`config.mk`:
```
export PLATFORM = sky130hd
export DESIGN_NAME = socks5_connect_handshake_unit_flat
export DESIGN_NICKNAME = d
export VERILOG_FILES = /design/src/rtl/core/socks5_hs_pkg.sv /design/src/rtl/core/socks5_hs_if.sv /design/src/rtl/core/socks5_connect_handshake_unit.sv /design/src/rtl/core/socks5_hs_ctrl.sv /design/src/rtl/core/socks5_hs_emit.sv /design/src/flat_wrapper.sv
export SDC_FILE = /design/constraint.sdc
export NUM_CORES = 1
export LEC_CHECK = 0
export BUFFER_PORTS_ARGS = -buffer_cell sky130_fd_sc_hd__buf_2
export CAP_MARGIN = 25
export CORE_MARGIN = 4
export CORE_UTILIZATION = 55
export DETAILED_ROUTE_END_ITERATION = 16
export PLACE_DENSITY = 0.75
export SYNTH_ARGS = -nofsm -noshare
export SYNTH_HDL_FRONTEND = slang
export SYNTH_SLANG_ARGS = --single-unit
```
`constraint.sdc`:
```
create_clock -name clk_i -period 15.85 [get_ports clk_i]
set_input_delay 1.585 -clock clk_i [delete_from_list [all_inputs] [get_ports clk_i]]
set_output_delay 1.585 -clock clk_i [all_outputs]
set_load 0.05 [all_outputs]
```
`src/rtl/core/socks5_hs_pkg.sv`:
```
`default_nettype none

package socks5_hs_pkg;

  // request codes
  localparam logic [1:0] REQ_START = 2'd0;
  localparam logic [1:0] REQ_BYTE  = 2'd1;
  localparam logic [1:0] REQ_CLOSE = 2'd2;

  // result kinds
  localparam logic [1:0] KIND_TX   = 2'd0;
  localparam logic [1:0] KIND_OK   = 2'd1;
  localparam logic [1:0] KIND_FAIL = 2'd2;

  // protocol bytes
  localparam logic [7:0] SOCKS_VER     = 8'h05;
  localparam logic [7:0] NMETHODS_ONE  = 8'h01;
  localparam logic [7:0] METHOD_NOAUTH = 8'h00;
  localparam logic [7:0] CMD_CONNECT   = 8'h01;
  localparam logic [7:0] RSV_BYTE      = 8'h00;
  localparam logic [7:0] REP_SUCCESS   = 8'h00;
  localparam logic [7:0] ATYP_IPV4     = 8'h01;
  localparam logic [7:0] ATYP_DOMAIN   = 8'h03;
  localparam logic [7:0] ATYP_IPV6     = 8'h04;

  localparam int unsigned CNT_W = 9;
  localparam int unsigned IDX_W = 4;

  // bytes left to skip after the address type: address plus 2 port bytes
  localparam logic [CNT_W-1:0] SKIP_IPV4 = CNT_W'(4 + 2);
  localparam logic [CNT_W-1:0] SKIP_IPV6 = CNT_W'(16 + 2);
  localparam logic [CNT_W-1:0] SKIP_PORT = CNT_W'(2);

  typedef enum logic [2:0] {
    PH_IDLE   = 3'd0,
    PH_METHOD = 3'd1,
    PH_HEAD   = 3'd2,
    PH_DLEN   = 3'd3,
    PH_SKIP   = 3'd4
  } phase_e;

  typedef enum logic [1:0] {
    BURST_GREET = 2'd0,
    BURST_REQ   = 2'd1,
    BURST_OK    = 2'd2,
    BURST_FAIL  = 2'd3
  } burst_e;

  // one group of results handed from control to the serialiser
  typedef struct packed {
    burst_e      kind;
    logic [31:0] addr;
    logic [15:0] port;
  } burst_t;

  function automatic logic [IDX_W-1:0] burst_last_idx(input burst_e kind);
    logic [IDX_W-1:0] idx;
    unique case (kind)
      BURST_GREET: idx = IDX_W'(2);
      BURST_REQ:   idx = IDX_W'(9);
      default:     idx = '0;
    endcase
    return idx;
  endfunction

endpackage

`default_nettype wire

```
`src/rtl/core/socks5_hs_if.sv`:
```
`default_nettype none

interface socks5_hs_req_if;
  logic        valid;
  logic        ready;
  logic [1:0]  req_type;
  logic [7:0]  rx_byte;
  logic [31:0] target_addr;
  logic [15:0] target_port;

  modport source (output valid, req_type, rx_byte, target_addr, target_port, input ready);
  modport sink   (input valid, req_type, rx_byte, target_addr, target_port, output ready);
endinterface

interface socks5_hs_res_if;
  logic       valid;
  logic       ready;
  logic [1:0] out_kind;
  logic [7:0] tx_byte;
  logic       last;

  modport source (output valid, out_kind, tx_byte, last, input ready);
  modport sink   (input valid, out_kind, tx_byte, last, output ready);
endinterface

`default_nettype wire

```
`src/rtl/core/socks5_connect_handshake_unit.sv`:
```
// Channel  | Dir | Transaction carries                          | Modport
// ---------+-----+---------------------------------------------+--------
// req_i    | in  | req_type, rx_byte, target_addr, target_port | sink
// res_o    | out | out_kind, tx_byte, last                     | source
//
// Cycles: an item with no result is taken every cycle; one with results waits
// until the previous group leaves res_o (greeting 3, request 10, status 1).
// Path: req_i -> input register -> result register -> res_o.
// Reset: rst_ni asynchronous, active low; block comes up idle, nothing held.
// Stalls: res_o back-pressure holds the result; an item with results then
// waits in the input register and req_i.ready drops.
`default_nettype none

module socks5_connect_handshake_unit (
  input  logic            clk_i,
  input  logic            rst_ni,
  socks5_hs_req_if.sink   req_i,
  socks5_hs_res_if.source res_o
);

  // group of results passed from the handshake FSM to the serialiser
  socks5_hs_pkg::burst_t burst;
  logic                  burst_valid;
  logic                  burst_ready;

  // input register, protocol FSM, saved target
  socks5_hs_ctrl u_ctrl (
    .clk_i         (clk_i),
    .rst_ni        (rst_ni),
    .req_i         (req_i),
    .burst_o       (burst),
    .burst_valid_o (burst_valid),
    .burst_ready_i (burst_ready)
  );

  // result register: turns one group into single-byte transactions
  socks5_hs_emit u_emit (
    .clk_i         (clk_i),
    .rst_ni        (rst_ni),
    .burst_i       (burst),
    .burst_valid_i (burst_valid),
    .burst_ready_o (burst_ready),
    .res_o         (res_o)
  );

endmodule

`default_nettype wire

```
`src/rtl/core/socks5_hs_ctrl.sv`:
```
`default_nettype none

module socks5_hs_ctrl (
  input  logic                  clk_i,
  input  logic                  rst_ni,
  socks5_hs_req_if.sink         req_i,
  output socks5_hs_pkg::burst_t burst_o,
  output logic                  burst_valid_o,
  input  logic                  burst_ready_i
);

  localparam int unsigned CW = socks5_hs_pkg::CNT_W;

  // input register
  logic        in_valid_q;
  logic [1:0]  req_type_q;
  logic [7:0]  rx_byte_q;
  logic [31:0] addr_in_q;
  logic [15:0] port_in_q;

  // handshake state
  socks5_hs_pkg::phase_e phase_q, phase_d;
  logic [CW-1:0]         cnt_q, cnt_d;
  logic                  hdr_ok_q, hdr_ok_d;
  logic [31:0]           saved_addr_q;
  logic [15:0]           saved_port_q;

  logic                  is_start, is_close, is_byte;
  logic [CW-1:0]         cnt_inc, cnt_dec;
  logic [7:0]            meth_want;
  logic                  meth_ok, meth_done, head_ok, head_done;
  logic                  has_burst, proc_fire;
  socks5_hs_pkg::burst_e burst_kind;

  assign proc_fire   = in_valid_q && (!has_burst || burst_ready_i);
  assign req_i.ready = !in_valid_q || proc_fire;

  always_comb begin
    is_start  = (req_type_q == socks5_hs_pkg::REQ_START);
    is_close  = (req_type_q == socks5_hs_pkg::REQ_CLOSE);
    is_byte   = (req_type_q == socks5_hs_pkg::REQ_BYTE) &&
                (phase_q != socks5_hs_pkg::PH_IDLE);
    cnt_inc   = cnt_q + CW'(1);
    cnt_dec   = (cnt_q != '0) ? cnt_q - CW'(1) : cnt_q;
    meth_want = (cnt_q == '0) ? socks5_hs_pkg::SOCKS_VER : socks5_hs_pkg::METHOD_NOAUTH;
    meth_ok   = hdr_ok_q && (rx_byte_q == meth_want);
    meth_done = (cnt_inc >= CW'(2));
    head_ok   = hdr_ok_q &&
                !((cnt_q == CW'(0)) && (rx_byte_q != socks5_hs_pkg::SOCKS_VER)) &&
                !((cnt_q == CW'(1)) && (rx_byte_q != socks5_hs_pkg::REP_SUCCESS));
    head_done = (cnt_q >= CW'(3));
  end

  // next state
  always_comb begin
    phase_d  = phase_q;
    cnt_d    = cnt_q;
    hdr_ok_d = hdr_ok_q;
    if (is_start) begin
      phase_d  = socks5_hs_pkg::PH_METHOD;
      cnt_d    = '0;
      hdr_ok_d = 1'b1;
    end else if (is_close) begin
      phase_d  = socks5_hs_pkg::PH_IDLE;
      cnt_d    = '0;
      hdr_ok_d = 1'b1;
    end else if (is_byte) begin
      unique case (phase_q)
        socks5_hs_pkg::PH_METHOD: begin
          cnt_d    = cnt_inc;
          hdr_ok_d = meth_ok;
          if (meth_done) begin
            phase_d  = meth_ok ? socks5_hs_pkg::PH_HEAD : socks5_hs_pkg::PH_IDLE;
            cnt_d    = '0;
            hdr_ok_d = 1'b1;
          end
        end
        socks5_hs_pkg::PH_HEAD: begin
          hdr_ok_d = head_ok;
          if (!head_done) begin
            cnt_d = cnt_inc;
          end else if (!hdr_ok_q) begin
            phase_d  = socks5_hs_pkg::PH_IDLE;
            cnt_d    = '0;
            hdr_ok_d = 1'b1;
          end else begin
            case (rx_byte_q)
              socks5_hs_pkg::ATYP_IPV4: begin
                phase_d = socks5_hs_pkg::PH_SKIP;
                cnt_d   = socks5_hs_pkg::SKIP_IPV4;
              end
              socks5_hs_pkg::ATYP_IPV6: begin
                phase_d = socks5_hs_pkg::PH_SKIP;
                cnt_d   = socks5_hs_pkg::SKIP_IPV6;
              end
              socks5_hs_pkg::ATYP_DOMAIN: begin
                phase_d = socks5_hs_pkg::PH_DLEN;
                cnt_d   = '0;
              end
              default: begin
                phase_d  = socks5_hs_pkg::PH_IDLE;
                cnt_d    = '0;
                hdr_ok_d = 1'b1;
              end
            endcase
          end
        end
        socks5_hs_pkg::PH_DLEN: begin
          phase_d = socks5_hs_pkg::PH_SKIP;
          cnt_d   = CW'(rx_byte_q) + socks5_hs_pkg::SKIP_PORT;
        end
        default: begin
          cnt_d = cnt_dec;
          if (cnt_dec == '0) begin
            phase_d  = socks5_hs_pkg::PH_IDLE;
            hdr_ok_d = 1'b1;
          end
        end
      endcase
    end
  end

  // outputs: which burst, if any, this item causes
  always_comb begin
    has_burst  = 1'b0;
    burst_kind = socks5_hs_pkg::BURST_FAIL;
    if (is_start) begin
      has_burst  = 1'b1;
      burst_kind = socks5_hs_pkg::BURST_GREET;
    end else if (is_close) begin
      has_burst  = (phase_q != socks5_hs_pkg::PH_IDLE);
    end else if (is_byte) begin
      unique case (phase_q)
        socks5_hs_pkg::PH_METHOD: begin
          has_burst  = meth_done;
          burst_kind = meth_ok ? socks5_hs_pkg::BURST_REQ : socks5_hs_pkg::BURST_FAIL;
        end
        socks5_hs_pkg::PH_HEAD: begin
          if (head_done) begin
            case (rx_byte_q) inside
              socks5_hs_pkg::ATYP_IPV4, socks5_hs_pkg::ATYP_DOMAIN,
              socks5_hs_pkg::ATYP_IPV6: has_burst = !hdr_ok_q;
              default:                  has_burst = 1'b1;
            endcase
          end
        end
        socks5_hs_pkg::PH_DLEN: has_burst = 1'b0;
        default: begin
          has_burst  = (cnt_dec == '0);
          burst_kind = socks5_hs_pkg::BURST_OK;
        end
      endcase
    end
  end

  assign burst_valid_o = in_valid_q && has_burst;
  assign burst_o.kind  = burst_kind;
  assign burst_o.addr  = saved_addr_q;
  assign burst_o.port  = saved_port_q;

  always_ff @(posedge clk_i or negedge rst_ni) begin
    if (!rst_ni) begin
      in_valid_q <= 1'b0;
      phase_q    <= socks5_hs_pkg::PH_IDLE;
      cnt_q      <= '0;
      hdr_ok_q   <= 1'b1;
    end else begin
      if (req_i.valid && req_i.ready) begin
        in_valid_q <= 1'b1;
      end else if (proc_fire) begin
        in_valid_q <= 1'b0;
      end
      if (proc_fire) begin
        phase_q  <= phase_d;
        cnt_q    <= cnt_d;
        hdr_ok_q <= hdr_ok_d;
      end
    end
  end

  always_ff @(posedge clk_i) begin
    if (req_i.valid && req_i.ready) begin
      req_type_q <= req_i.req_type;
      rx_byte_q  <= req_i.rx_byte;
      addr_in_q  <= req_i.target_addr;
      port_in_q  <= req_i.target_port;
    end
    if (proc_fire && is_start) begin
      saved_addr_q <= addr_in_q;
      saved_port_q <= port_in_q;
    end
  end

endmodule

`default_nettype wire

```
`src/rtl/core/socks5_hs_emit.sv`:
```
`default_nettype none

module socks5_hs_emit (
  input  logic                  clk_i,
  input  logic                  rst_ni,
  input  socks5_hs_pkg::burst_t burst_i,
  input  logic                  burst_valid_i,
  output logic                  burst_ready_o,
  socks5_hs_res_if.source       res_o
);

  localparam int unsigned IW = socks5_hs_pkg::IDX_W;

  socks5_hs_pkg::burst_t desc_q;
  logic                  desc_valid_q;
  logic [IW-1:0]         idx_q;
  logic                  is_last, fire;

  assign is_last       = (idx_q == socks5_hs_pkg::burst_last_idx(desc_q.kind));
  assign fire          = res_o.valid && res_o.ready;
  assign burst_ready_o = !desc_valid_q || (fire && is_last);

  assign res_o.valid = desc_valid_q;
  assign res_o.last  = is_last;

  always_comb begin
    res_o.out_kind = socks5_hs_pkg::KIND_TX;
    res_o.tx_byte  = 8'h00;
    unique case (desc_q.kind)
      socks5_hs_pkg::BURST_GREET: begin
        case (idx_q)
          IW'(0):  res_o.tx_byte = socks5_hs_pkg::SOCKS_VER;
          IW'(1):  res_o.tx_byte = socks5_hs_pkg::NMETHODS_ONE;
          default: res_o.tx_byte = socks5_hs_pkg::METHOD_NOAUTH;
        endcase
      end
      socks5_hs_pkg::BURST_REQ: begin
        case (idx_q)
          IW'(0):  res_o.tx_byte = socks5_hs_pkg::SOCKS_VER;
          IW'(1):  res_o.tx_byte = socks5_hs_pkg::CMD_CONNECT;
          IW'(2):  res_o.tx_byte = socks5_hs_pkg::RSV_BYTE;
          IW'(3):  res_o.tx_byte = socks5_hs_pkg::ATYP_IPV4;
          IW'(4):  res_o.tx_byte = desc_q.addr[31:24];
          IW'(5):  res_o.tx_byte = desc_q.addr[23:16];
          IW'(6):  res_o.tx_byte = desc_q.addr[15:8];
          IW'(7):  res_o.tx_byte = desc_q.addr[7:0];
          IW'(8):  res_o.tx_byte = desc_q.port[15:8];
          IW'(9):  res_o.tx_byte = desc_q.port[7:0];
          default: res_o.tx_byte = 8'h00;
        endcase
      end
      socks5_hs_pkg::BURST_OK:   res_o.out_kind = socks5_hs_pkg::KIND_OK;
      default:                   res_o.out_kind = socks5_hs_pkg::KIND_FAIL;
    endcase
  end

  always_ff @(posedge clk_i or negedge rst_ni) begin
    if (!rst_ni) begin
      desc_valid_q <= 1'b0;
      idx_q        <= '0;
    end else if (burst_valid_i && burst_ready_o) begin
      desc_valid_q <= 1'b1;
      idx_q        <= '0;
    end else if (fire && is_last) begin
      desc_valid_q <= 1'b0;
      idx_q        <= '0;
    end else if (fire) begin
      idx_q <= idx_q + IW'(1);
    end
  end

  always_ff @(posedge clk_i) begin
    if (burst_valid_i && burst_ready_o) begin
      desc_q <= burst_i;
    end
  end

endmodule

`default_nettype wire

```
`src/flat_wrapper.sv`:
```
// flat-port wrapper written by rule: the top's interface ports become plain ports
module socks5_connect_handshake_unit_flat 
  (clk_i, rst_ni, req_i_valid, req_i_req_type, req_i_rx_byte, req_i_target_addr, req_i_target_port, req_i_ready, res_o_valid, res_o_out_kind, res_o_tx_byte, res_o_last, res_o_ready);
  socks5_hs_req_if req_i_i ();
  socks5_hs_res_if res_o_i ();
  input  logic clk_i;
  input  logic rst_ni;
  input wire logic [$bits(req_i_i.valid)-1:0] req_i_valid;
  input wire logic [$bits(req_i_i.req_type)-1:0] req_i_req_type;
  input wire logic [$bits(req_i_i.rx_byte)-1:0] req_i_rx_byte;
  input wire logic [$bits(req_i_i.target_addr)-1:0] req_i_target_addr;
  input wire logic [$bits(req_i_i.target_port)-1:0] req_i_target_port;
  output wire logic [$bits(req_i_i.ready)-1:0] req_i_ready;
  output wire logic [$bits(res_o_i.valid)-1:0] res_o_valid;
  output wire logic [$bits(res_o_i.out_kind)-1:0] res_o_out_kind;
  output wire logic [$bits(res_o_i.tx_byte)-1:0] res_o_tx_byte;
  output wire logic [$bits(res_o_i.last)-1:0] res_o_last;
  input wire logic [$bits(res_o_i.ready)-1:0] res_o_ready;
  assign req_i_i.valid = req_i_valid;
  assign req_i_i.req_type = req_i_req_type;
  assign req_i_i.rx_byte = req_i_rx_byte;
  assign req_i_i.target_addr = req_i_target_addr;
  assign req_i_i.target_port = req_i_target_port;
  assign req_i_ready = req_i_i.ready;
  assign res_o_valid = res_o_i.valid;
  assign res_o_out_kind = res_o_i.out_kind;
  assign res_o_tx_byte = res_o_i.tx_byte;
  assign res_o_last = res_o_i.last;
  assign res_o_i.ready = res_o_ready;
  socks5_connect_handshake_unit u_core (.clk_i(clk_i), .rst_ni(rst_ni), .req_i(req_i_i), .res_o(res_o_i));
endmodule
```
**After elaboration in Yosys (flattened, before gate mapping)**

Cells that the tools add are included.

- Register bits after elaboration: 175
- Word-level logic and storage cells: 141

- $add $sub $neg: 4
- Order comparisons: 2
- Equal/unequal tests: 25
- Mux-type cells: 51
- Reductions and logical operators: 44

Operators by type and width:

| operator | count |
|---|---|
| $pmux W8 S8 | 1 |
| $mux W9 | 6 |
| $pmux W9 S3 | 1 |
| $mux W3 | 8 |
| $ge A9 B2 Y1 const B | 2 |
| $logic_not A9 Y1 | 2 |
| $mux W1 | 17 |
| $eq A4 B3 Y1 const B | 4 |
| $pmux W8 S2 | 1 |
| $logic_and A1 B1 Y1 | 13 |
| $mux W4 | 3 |
| $pmux W3 S2 | 2 |
| $pmux W5 S2 | 1 |
| $add A8 B2 Y9 const B | 1 |
| $add A9 B1 Y9 const B | 1 |
| $eq A9 B1 Y1 const B | 1 |
| $pmux W3 S3 | 1 |
| $reduce_bool A3 Y1 | 3 |
| $reduce_bool A9 Y1 | 1 |
| $sub A9 B1 Y9 const B | 1 |
| $eq A4 B4 Y1 const B | 2 |
| $eq A8 B1 Y1 const B | 1 |
| $eq A8 B2 Y1 const B | 1 |
| $eq A8 B3 Y1 | 1 |
| other kinds (30) | 51 |

**Longest topological paths before layout**

Gate-level depths: netlist (run 1).

- Depth in word-level cells: 14
- Mapped depth: 13
- Depth with buffers taken out: 10

**Hierarchy**

A second synthesis (run 1) with hierarchy kept.

- Cell total of the unflattened synthesis: 503
- Area total of the unflattened synthesis: 7318.3 µm²

Modules (own cells, without submodules):

| module | times used | cells each | area each (µm²) | seq. area each (µm²) |
|---|---|---|---|---|
| socks5_hs_ctrl | 1 | 343 | 4961.0 | 3534.6 |
| socks5_hs_emit | 1 | 160 | 2357.3 | 1626.6 |

**Worst setup path before layout (run 1)**

Ideal clock, no wire load.

- Path type: register to register
- Start point: register u_core.u_emit.desc_q[48] (netlist bit)
- End point: register u_core.u_ctrl.saved_addr_q[0], enable pin
- Setup time: 0.513 ns
- Arrival time: 5.833 ns
- Setup slack: 9.504 ns
- Cell stages (with the launch flop): 9
- Clock period less this slack: 6.346 ns
- Cell sequence: edfxtp_1 -> nor3b_1 -> a21oi_1 -> or3_1 -> a21oi_1 -> a21boi_0 -> o21ai_0 -> nand2_1 -> nor3_1

- Word-level cells in the longest chain between the ends: 8
- Elaborated cells on any way between the ends: 9

RTL lines:

| element | RTL line | text |
|---|---|---|
| start: declaration | socks5_hs_emit.sv:14 | `socks5_hs_pkg::burst_t desc_q;` |
| start signal: assignment | socks5_hs_emit.sv:74 | `desc_q <= burst_i;` |
| $eq A2 B1 Y1 or $logic_not A2 Y1 (tied branches) | socks5_hs_pkg.sv:58 | `unique case (kind)` |
| $pmux W4 S2 (*) | socks5_hs_pkg.sv:58 |  |
| $eq A4 B4 Y1 (*) | socks5_hs_emit.sv:19 | `assign is_last = (idx_q == socks5_hs_pkg::burst_last_idx(desc_q.kind));` |
| via res_o_last | flat_wrapper.sv:17 | `output wire logic [$bits(res_o_i.last)-1:0] res_o_last;` |
| $logic_and A1 B1 Y1 (*) | socks5_hs_emit.sv:21 | `assign burst_ready_o = !desc_valid_q \|\| (fire && is_last);` |
| $logic_or A1 B1 Y1 (*) | socks5_hs_emit.sv:21 |  |
| $logic_or A1 B1 Y1 (*) | socks5_hs_ctrl.sv:35 | `assign proc_fire = in_valid_q && (!has_burst \|\| burst_ready_i);` |
| $logic_and A1 B1 Y1 (*) | socks5_hs_ctrl.sv:35 |  |
| $logic_and A1 B1 Y1 (*) | socks5_hs_ctrl.sv:188 | `if (proc_fire && is_start) begin` |
| end signal: assignment | socks5_hs_ctrl.sv:189 | `saved_addr_q <= addr_in_q;` |
| end: declaration | socks5_hs_ctrl.sv:25 | `logic [31:0] saved_addr_q;` |

The timed path passes the listed nets; every way through them passes the cells marked *.
A chain may end at the register's enable or synchronous reset.

**Final worst setup path (run 1)**

- Start point: register u_core.u_ctrl.cnt_q[2]
- End point: output port req_i_ready

- Word-level cells in the longest chain between the ends: 11
- Elaborated cells on any way between the ends: 16

RTL lines:

| element | RTL line | text |
|---|---|---|
| start: declaration | socks5_hs_ctrl.sv:23 | `logic [CW-1:0] cnt_q, cnt_d;` |
| start signal: assignment | socks5_hs_ctrl.sv:175 | `cnt_q <= cnt_d;` |
| branches (longest 3 deep; another with $add A9 B1 Y9) | -- |  |
| $pmux W1 S3 (*) | socks5_hs_ctrl.sv:133 | `unique case (phase_q)` |
| $mux W1 (*) | socks5_hs_ctrl.sv:132 | `end else if (is_byte) begin` |
| $mux W1 (*) | socks5_hs_ctrl.sv:130 | `end else if (is_close) begin` |
| $mux W1 (*) | socks5_hs_ctrl.sv:127 | `if (is_start) begin` |
| $logic_not A1 Y1 (*) | socks5_hs_ctrl.sv:35 |  |
| $logic_or A1 B1 Y1 (*) | socks5_hs_ctrl.sv:35 |  |
| $logic_and A1 B1 Y1 (*) | socks5_hs_ctrl.sv:35 |  |
| $logic_or A1 B1 Y1 (*) | socks5_hs_ctrl.sv:36 | `assign req_i.ready = !in_valid_q \|\| proc_fire;` |
| end: declaration | flat_wrapper.sv:13 | `output wire logic [$bits(req_i_i.ready)-1:0] req_i_ready;` |

Mark *: on every way between the ends.

==> results of run 1 <==
==> synth_stat cells, drive strengths merged, types with 2 or more instances <==
master     n  area [um2]
o21a       2        15.0
edfxtp   156        4680
nand2     30         115
a31oi      2        12.5
a32oi      4        35.0
a211o      2        17.5
or3        3        18.8
ha        10         125
o211ai     4        30.0
and3       7        43.8
nor3b      4        41.3
o221ai     2        17.5
nor4       5        43.8
a21oi     22         110
o21ai     29         160
nor2b      5        31.3
o2bb2ai    2        17.5
xor2       5        43.8
xnor2      3        26.3
inv       18        67.6
and2       2        12.5
o22ai     10        68.8
mux2       3        37.5
nand3     21         110
clkbuf    14        52.6
nor3      16        96.4
buf        7        35.0
or2        4        25.0
a222oi     3        30.0
o32ai      3        33.8
a21boi     2        15.0
nor2      28         108
or4        3        26.3
mux2i      4        40.0
a22oi     15         113
nand2b     6        37.5
dfrtp     18         450
a22o       8        70.1
nand4      7        50.1
==> path summary, 6_finish.rpt <==
kind / startpoint / end / cells past startpoint / slack (ns)
worst max register to register: u_core.u_ctrl.cnt_q[2] / u_core.u_ctrl.addr_in_q[9] / 9 / 12.20
max in group asynchronous: rst_ni / u_core.u_ctrl.hdr_ok_q / 1 / 14.36
min in group asynchronous: rst_ni / u_core.u_emit.idx_q[2] / 1 / 1.13
worst max-delay path: u_core.u_ctrl.cnt_q[2] / req_i_ready / 8 / 10.94
worst min register to register: u_core.u_ctrl.saved_addr_q[17] / u_core.u_emit.desc_q[33] / 0 / 0.41
worst min-delay path: u_core.u_ctrl.saved_addr_q[17] / u_core.u_emit.desc_q[33] / 0 / 0.41
==> worst max-delay path, stage by stage, from the launching register on <==
cell and delay [ns]:
dfrtp_1 0.55, nor4_2 0.53, and4_1 0.27, mux2i_1 0.38, nand4_2 0.23, nor3_4 0.28
o21ai_2 0.13, or2_2 0.32, buf_2 0.22
==> layout make-up <==
| type | count | share of cell area |
|---|---|---|
| Inverter | 18 | 0.00814 |
| Multi-Input combinational cell | 289 | 0.232 |
| Clock inverter | 14 | 0.0136 |
| Timing Repair Buffer | 77 | 0.0473 |
| Clock buffer | 17 | 0.0513 |
| Tap cell | 172 | 0.0259 |
| Sequential cell | 175 | 0.622 |
==> sequential cells by signal, summed over array words and instances, names as in the netlist <==
| name | count |
|---|---|
| u_core.u_emit.idx_q | 4 |
| u_core.u_emit.res_o.valid | 1 |
| u_core.u_ctrl.req_type_q | 2 |
| u_core.u_ctrl.cnt_q | 9 |
| u_core.u_ctrl.hdr_ok_q | 1 |
| u_core.u_emit.desc_q | 50 |
| u_core.u_ctrl.saved_addr_q | 32 |
| u_core.u_ctrl.rx_byte_q | 8 |
| u_core.u_ctrl.addr_in_q | 32 |
| u_core.u_ctrl.saved_port_q | 16 |
| u_core.u_ctrl.port_in_q | 16 |
| u_core.u_ctrl.in_valid_q | 1 |
| u_core.u_ctrl.phase_q | 3 |
==> routing by layer <==
layer | wire length, um | vias to the layer above
met3 | 832 | 31
met4 | 413 | 0
met1 | 6310 | 2175
met5 | 0 | -
li1 | - | 2107
met2 | 6870 | 170
==> logic make-up after synthesis <==
family          synth area share
simple gates               0.112
mux                       0.0107
xor+xnor                 0.00970
compound gates             0.115
flops                      0.714
fa+ha+maj                 0.0173
buf+inv                   0.0215
==> per-stage QoR <==
stage	std cells	hold slack [ns]	total power, mW
after floorplan	503	0.400	0.953
after global placement	731	0.401	1.06
after detailed placement	731	0.405	1.07
after CTS	762	0.414	1.44
after global routing	762	0.420	1.52
final	762	0.413	1.44
==> power breakdown <==
| part | internal, mW | leakage [nW] | switching (mW) | total (mW) |
|---|---|---|---|---|
| clock | 0.201 | 0.251 | 0.174 | 0.375 |
| sequential | 0.578 | 1.70 | 0.0685 | 0.646 |
| combinational | 0.150 | 1.04 | 0.271 | 0.421 |
==> flow_results.org, run 1 <==
** Critical path
- Critical Setup Path Class :: flop to primary output
- CP required :: 14.27 ns
- Along the worst path, the maximum fanout reaches 13.
- At the worst endpoint, the arrival time is 3.32 ns.
- Setup crit end kind :: primary output
- STA classifies the critical path startpoint as a flop.

** Flow run
- Max-cap violations in this run came to 0.

** Timing
- Part of the cycle the worst path needs :: 0.310
- Worst-case setup margin in the final layout :: 10.94 ns
- Final Hold Violating Endpoints :: 0
- Count of final max-slew check failures :: 0
- Layout Skew :: 0.00900 ns
- Worst Tran Pin Value :: 0.950 ns
- Subtracting the final worst setup slack from the clock period gives 4.91 ns.
- Setup violations remaining at the end of the flow were counted as 0.
- Highest Clock Rate :: 0.204 GHz
- Total negative slack :: 0 ns
- The worst pin sits at a relative slew slack of 0.367.
- Setup repair after global routing missed its margin :: false

** Yosys
- Total standard cell area after synthesis :: 7230 um2
- Yosys Warn Count :: 0
- Register bit total from synthesis :: 175
- Number of library cell types mapped by synthesis :: 69
- The synthesized design contains 156 enable-type register cells.
- Share of synthesized registers carrying an async set or reset :: 0.109
- For this run, the register share of the synthesized area comes to 0.714.
- In the synthesized netlist the dominant register cell turns out to be edfxtp_1.
- Syn_area_per_cell :: 14.4 um2
- Synthesis produced 503 cells.
- Net count after synthesis :: 575

** Floorplanning
- Initial cell density of the core :: 0.568
- Number of primary I/O pins :: 75
- The die is 123 um wide.
- The die is 123 um tall.
- In this run the standard cell core region covers 12700 um2.
- Site row count :: 41
- The die covers 15000 um2.

** Global route
- Maximum number of pins on one net before global-route repair :: 59
- Total gr overflow :: 0
- Met2 global-route usage :: 0.322
- Initial antenna violation count :: 0
- In the global route stage, met1 resource usage came out at 0.279.
- GRT met3 Usage :: 0.0590
- The number of global-route vias before repair was 4473.
- Across every metal layer, demand over resource in global routing totals 0.207.
- After global routing, the most crowded layer is met2.
- First-pass GRT wire length :: 23100 um

** Routing
- Number of vias per cell :: 5.88
- The detailed router finished its first iteration with 395 violations.
- After detailed routing, the average wire length per cell comes to 18.9 um.
- Total DRC errors in the routed layout :: 0
- For this block, the via count after detailed routing is 4483.
- First drt pass iteration count :: 5
- DRT antenna net count :: 0
- Routed wire length :: 14400 um

** Cells and area
- Register area :: 5160 um2
- Summing all multi-input logic gate instances after layout gives 1920 um2.
- Once layout is complete, the utilization of the core stands at 0.652.
- In the layout the commonest cells are edfxtp_1, buf_2, nand2_1.
- Count of nets after finishing :: 650
- 0 antenna diodes ended up in the layout.
- Final std cell area, no fill :: 8300 um2
- Relative to the synthesized area, the layout overhead comes to 14.8%.
- Most frequent standard cell in the layout excluding fill and tap cells :: edfxtp_1
- Fill cells :: 963
- Share of final-layout standard cells stronger than drive strength 1 :: 0.237

** Placement
- At the end of routability-driven placement, the weighted congestion stood at 0.866.
- During placement, the flow inserted port buffers numbering 74.
- Prior to clock tree synthesis, the placed netlist has a worst setup slack of 11.27 ns.
- After detailed placement, the total cell area comes to 7760 um2.
- Post-DP HPWL :: 9770 um

** Power
- IR analysis of the VDD net gives a maximum drop of 146 uV.
- For this design the static power due to leakage is 2.99 nW.
- Pwr Density :: 174 nW/um2

** CTS
- For this design, the CTS-stage hold fixing added 0 buffers.
- Post-CTS repair changed the size of 0 cells.
- For the worst-skew pair, the clock arrives at the later sink with an insertion delay of 0.42 ns.
- The H-tree generated during clock tree synthesis spans 4 levels.
- After clock tree synthesis, the setup repair step added 0 buffers.
- CTS tree :: built
- After clock tree synthesis, the clock-pin slew on the worst setup and hold paths is 0.07 ns.
- Clock tree synthesis selected as its root buffer the cell clkbuf_16.
- The tree built by TritonCTS fans out to 175 sinks.
- In this run the deepest clock path goes through 2 buffers.
- The number of clock buffers added by TritonCTS is 17.

** Min path
- Kind of path behind the tightest hold check :: flop to flop

** Status
- Result of the run :: complete, no violations
No activity file was read; power rests on OpenSTA's default activity.
==> run 2: changes to the inputs <==
--- a/config.mk
+++ b/config.mk
@@ -8,9 +8,9 @@
 export BUFFER_PORTS_ARGS = -buffer_cell sky130_fd_sc_hd__buf_2
 export CAP_MARGIN = 25
 export CORE_MARGIN = 4
-export CORE_UTILIZATION = 55
+export CORE_UTILIZATION = 53
 export DETAILED_ROUTE_END_ITERATION = 16
-export PLACE_DENSITY = 0.75
+export PLACE_DENSITY = 0.76
 export SYNTH_ARGS = -nofsm -noshare
 export SYNTH_HDL_FRONTEND = slang
 export SYNTH_SLANG_ARGS = --single-unit
==> constraint.sdc (replaced) <==
create_clock -name clk_i -period 4.4 [get_ports clk_i]
set_input_delay 0.44 -clock clk_i [delete_from_list [all_inputs] [get_ports clk_i]]
set_output_delay 0.44 -clock clk_i [all_outputs]
set_load 0.05 [all_outputs]
==> flow_results.org, run 2 (synthesis results as in run 1) <==
** Status
- The run finished with clean final reports.

** Cells and area
- The register with the most flip-flops in the layout has 50 of them.
- In the final layout, the share of cells above drive strength 1 is 0.237.
- The library cell used most frequently in the layout, excluding fill and tap cells, is edfxtp_1.
- Layout area overhead :: 16.0%
- At the end of the flow the core is filled with cells to 0.630.
- Number of antenna cells inserted :: 0
- In the final design database the tool counted 655 nets.
- Register bank with the most flops :: u_core.u_emit.desc_q
- Largest registers :: u_core.u_emit.desc_q: 50 flops, u_core.u_ctrl.addr_in_q: 32 flops, u_core.u_ctrl.saved_addr_q: 32 flops
- Commonest non-fill, non-tap cells in the layout :: edfxtp_1, buf_2, nand2_1

** Timing
- For the pin with the worst max-slew slack, the measured transition is 0.854 ns.
- Summed over all failing endpoints, the final setup total negative slack is 0 ns.
- Hold timing on the final database bottoms out at a slack of 0.192 ns.
- The count of endpoints failing hold in the final timing report was 0.
- Setup repair after global routing left no endpoint under its margin.
- On the final layout, the worst clock skew is 0.00916 ns.
- Final setup violation count :: 0
- Max-Slew Margin vs Limit :: 0.431
- Of the available clock period, the critical path in the final layout requires 0.877.
- The routed design could run at a clock period as short as 3.86 ns.
- Highest Clock Rate :: 0.259 GHz
- Count of final max-slew check failures :: 0

** CTS
- Clock root buffer master :: clkbuf_16
- CTS tree :: built
- The H-tree was split into 4 levels.
- The tree built by TritonCTS fans out to 175 sinks.
- In this run the deepest clock path goes through 2 buffers.
- Clock slew at the register clock pins of the worst setup and hold paths :: 0.07 ns
- Number of buffers added by the clock tree synthesis step :: 17
- Later-pin clock latency in the skew report :: 0.42 ns

** Critical path
- STA classifies the critical path startpoint as a flop.
- Walking the worst path, the cells encountered are or4_4, nor2_2, nand3_2, a41oi_2, nand2_1, o21ai_2, or2_2, and2_2, buf_4.
- For flop-to-flop paths, the worst setup slack is 0.54 ns.
- Timing startpoint of the critical path :: u_core.u_ctrl.cnt_q[2]
- Source of the worst register-to-register timing path :: u_core.u_ctrl.cnt_q[2]
- STA puts the critical path data required time at 4.50 ns.
- Among cell families on the critical path, the largest total delay comes from simple AND/OR/NAND/NOR gates.
- Together, buffers and inverters on the worst path number 1.
- Data arrives at the worst endpoint at 3.96 ns.
- Setup crit end kind :: flop
- Critical Setup Path Class :: flop to flop
- Slowest cell on the critical path :: and2_2
- On the worst path, the slowest cell contributes a delay of 0.69 ns.
- Largest driver fanout on the critical path :: 37

** Routing
- After detailed routing, the number of vias per cell comes to 5.91.
- In the final routed layout, each cell accounts on average for 19.3 um.
- Total DRC errors in the routed layout :: 0
- The first detailed-routing pass ran for 5 iterations.
- For this block, the routed nets add up to 14900 um of wire.
- DRC marker count from the first detailed-route iteration :: 418
- DRT antenna net count :: 0
- The routed layout has 4565 vias.

** Global route
- The number of antenna violations at the first check in global routing was 1.
- For this run, global-route usage on met2 was measured as 0.310.
- In the global route stage, met3 resource usage came out at 0.0476.
- Maximum number of pins on one net before global-route repair :: 51
- The number of global-route vias before repair is 4510.
- First-pass GRT wire length :: 23800 um
- In this run the most used layer during global routing was met2.
- For this run the aggregate overflow at the end of global routing stands at 0.
- Across every metal layer, demand over resource in global routing totals 0.198.
- In the global route stage, met1 resource usage came out at 0.265.

** Floorplanning
- The die is 125 um tall.
- Number of primary I/O pins :: 75
- The floorplan step defined a die boundary enclosing 15600 um2.
- In this run the core area contains 42 standard-cell rows.
- Core area :: 13300 um2
- For this configuration, the core starts out at a cell density of 0.544.
- The die is 125 um wide.

** Power
- Pwr Density :: 626 nW/um2
- VDD sags by at most 420 uV.
- Leakage power of the design :: 3.03 nW

** Min path
- The startpoint identified for the worst hold timing path is req_i_target_port[11].
- The min-delay analysis places its worst path in the category input pin to flop.

** Placement
- Final estimated routing congestion in global placement :: 0.965
- After legalization and detailed placement, the total HPWL measured 10200 um.
- Port Buffers :: 74

** Flow run
- Max-cap violations :: 0
==> run 2: path summary, 6_finish.rpt <==
kind / endpoint / depth (start not counted)
max in group asynchronous: u_core.u_ctrl.hdr_ok_q / 2
worst max register to register: u_core.u_ctrl.addr_in_q[10] / 9
min in group asynchronous: u_core.u_ctrl.cnt_q[4] / 2
worst max-delay path: u_core.u_ctrl.addr_in_q[10] / 9
worst min-delay path: u_core.u_ctrl.port_in_q[11] / 1
worst min register to register: u_core.u_ctrl.saved_port_q[9] / 0
==> run 2: final cells by class <==
| class | count | area, um2 |
|---|---|---|
| timing repair buffer | 82 | 433 |
| clock inverter | 14 | 140 |
| tap | 176 | 220 |
| clock buffer | 18 | 429 |
| inverter | 18 | 67.6 |
| sequential | 175 | 5160 |
| multi-input combinational | 289 | 1930 |
| fill | 964 | 4910 |
==> run 2: report_power, final <==
part / internal, mW / switching [mW] / leakage, nW
sequential: 2.08 / 0.243 / 1.70
combinational: 0.549 / 0.957 / 1.06
clock: 0.790 / 0.628 / 0.271
total: 3.42 / 1.83 / 3.03
==> run 2: what timing repair did <==
item,CTS,global route
buffers inserted,0,0
resized for setup,0,0
hold endpoints to repair,18,0
hold buffers,1,0
==> run 2: metrics by stage <==
stage          instance area, um2  setup WS (ns)  power [mW]  instances
6_report                     8380          0.540        5.25        772
5_1_grt                      8380          0.310        5.53        772
4_1_cts                      8370          0.545        5.26        771
3_5_place_dp                 7790          0.572        3.83        738
3_3_place_gp                 7790          0.686        3.79        738
2_1_floorplan                7240          0.210        3.43        503
==> run 2: worst reg2reg max path, stage by stage, from the launching register on <==
cell and delay, ns:
dfrtp_1 0.52, or4_4 0.62, nor2_2 0.19, nand3_2 0.18
a41oi_2 0.29, nand2_1 0.11, o21ai_2 0.28, or2_2 0.19
and2_2 0.69, buf_4 0.43
==> run 2: routing by layer <==
metal	vias to the layer above	part of all wire	wire length, um
met5	-	0.00087	13
met4	2	0.028	418
met3	43	0.066	978
met2	189	0.48	7140
met1	2209	0.43	6330
li1	2122	-	-
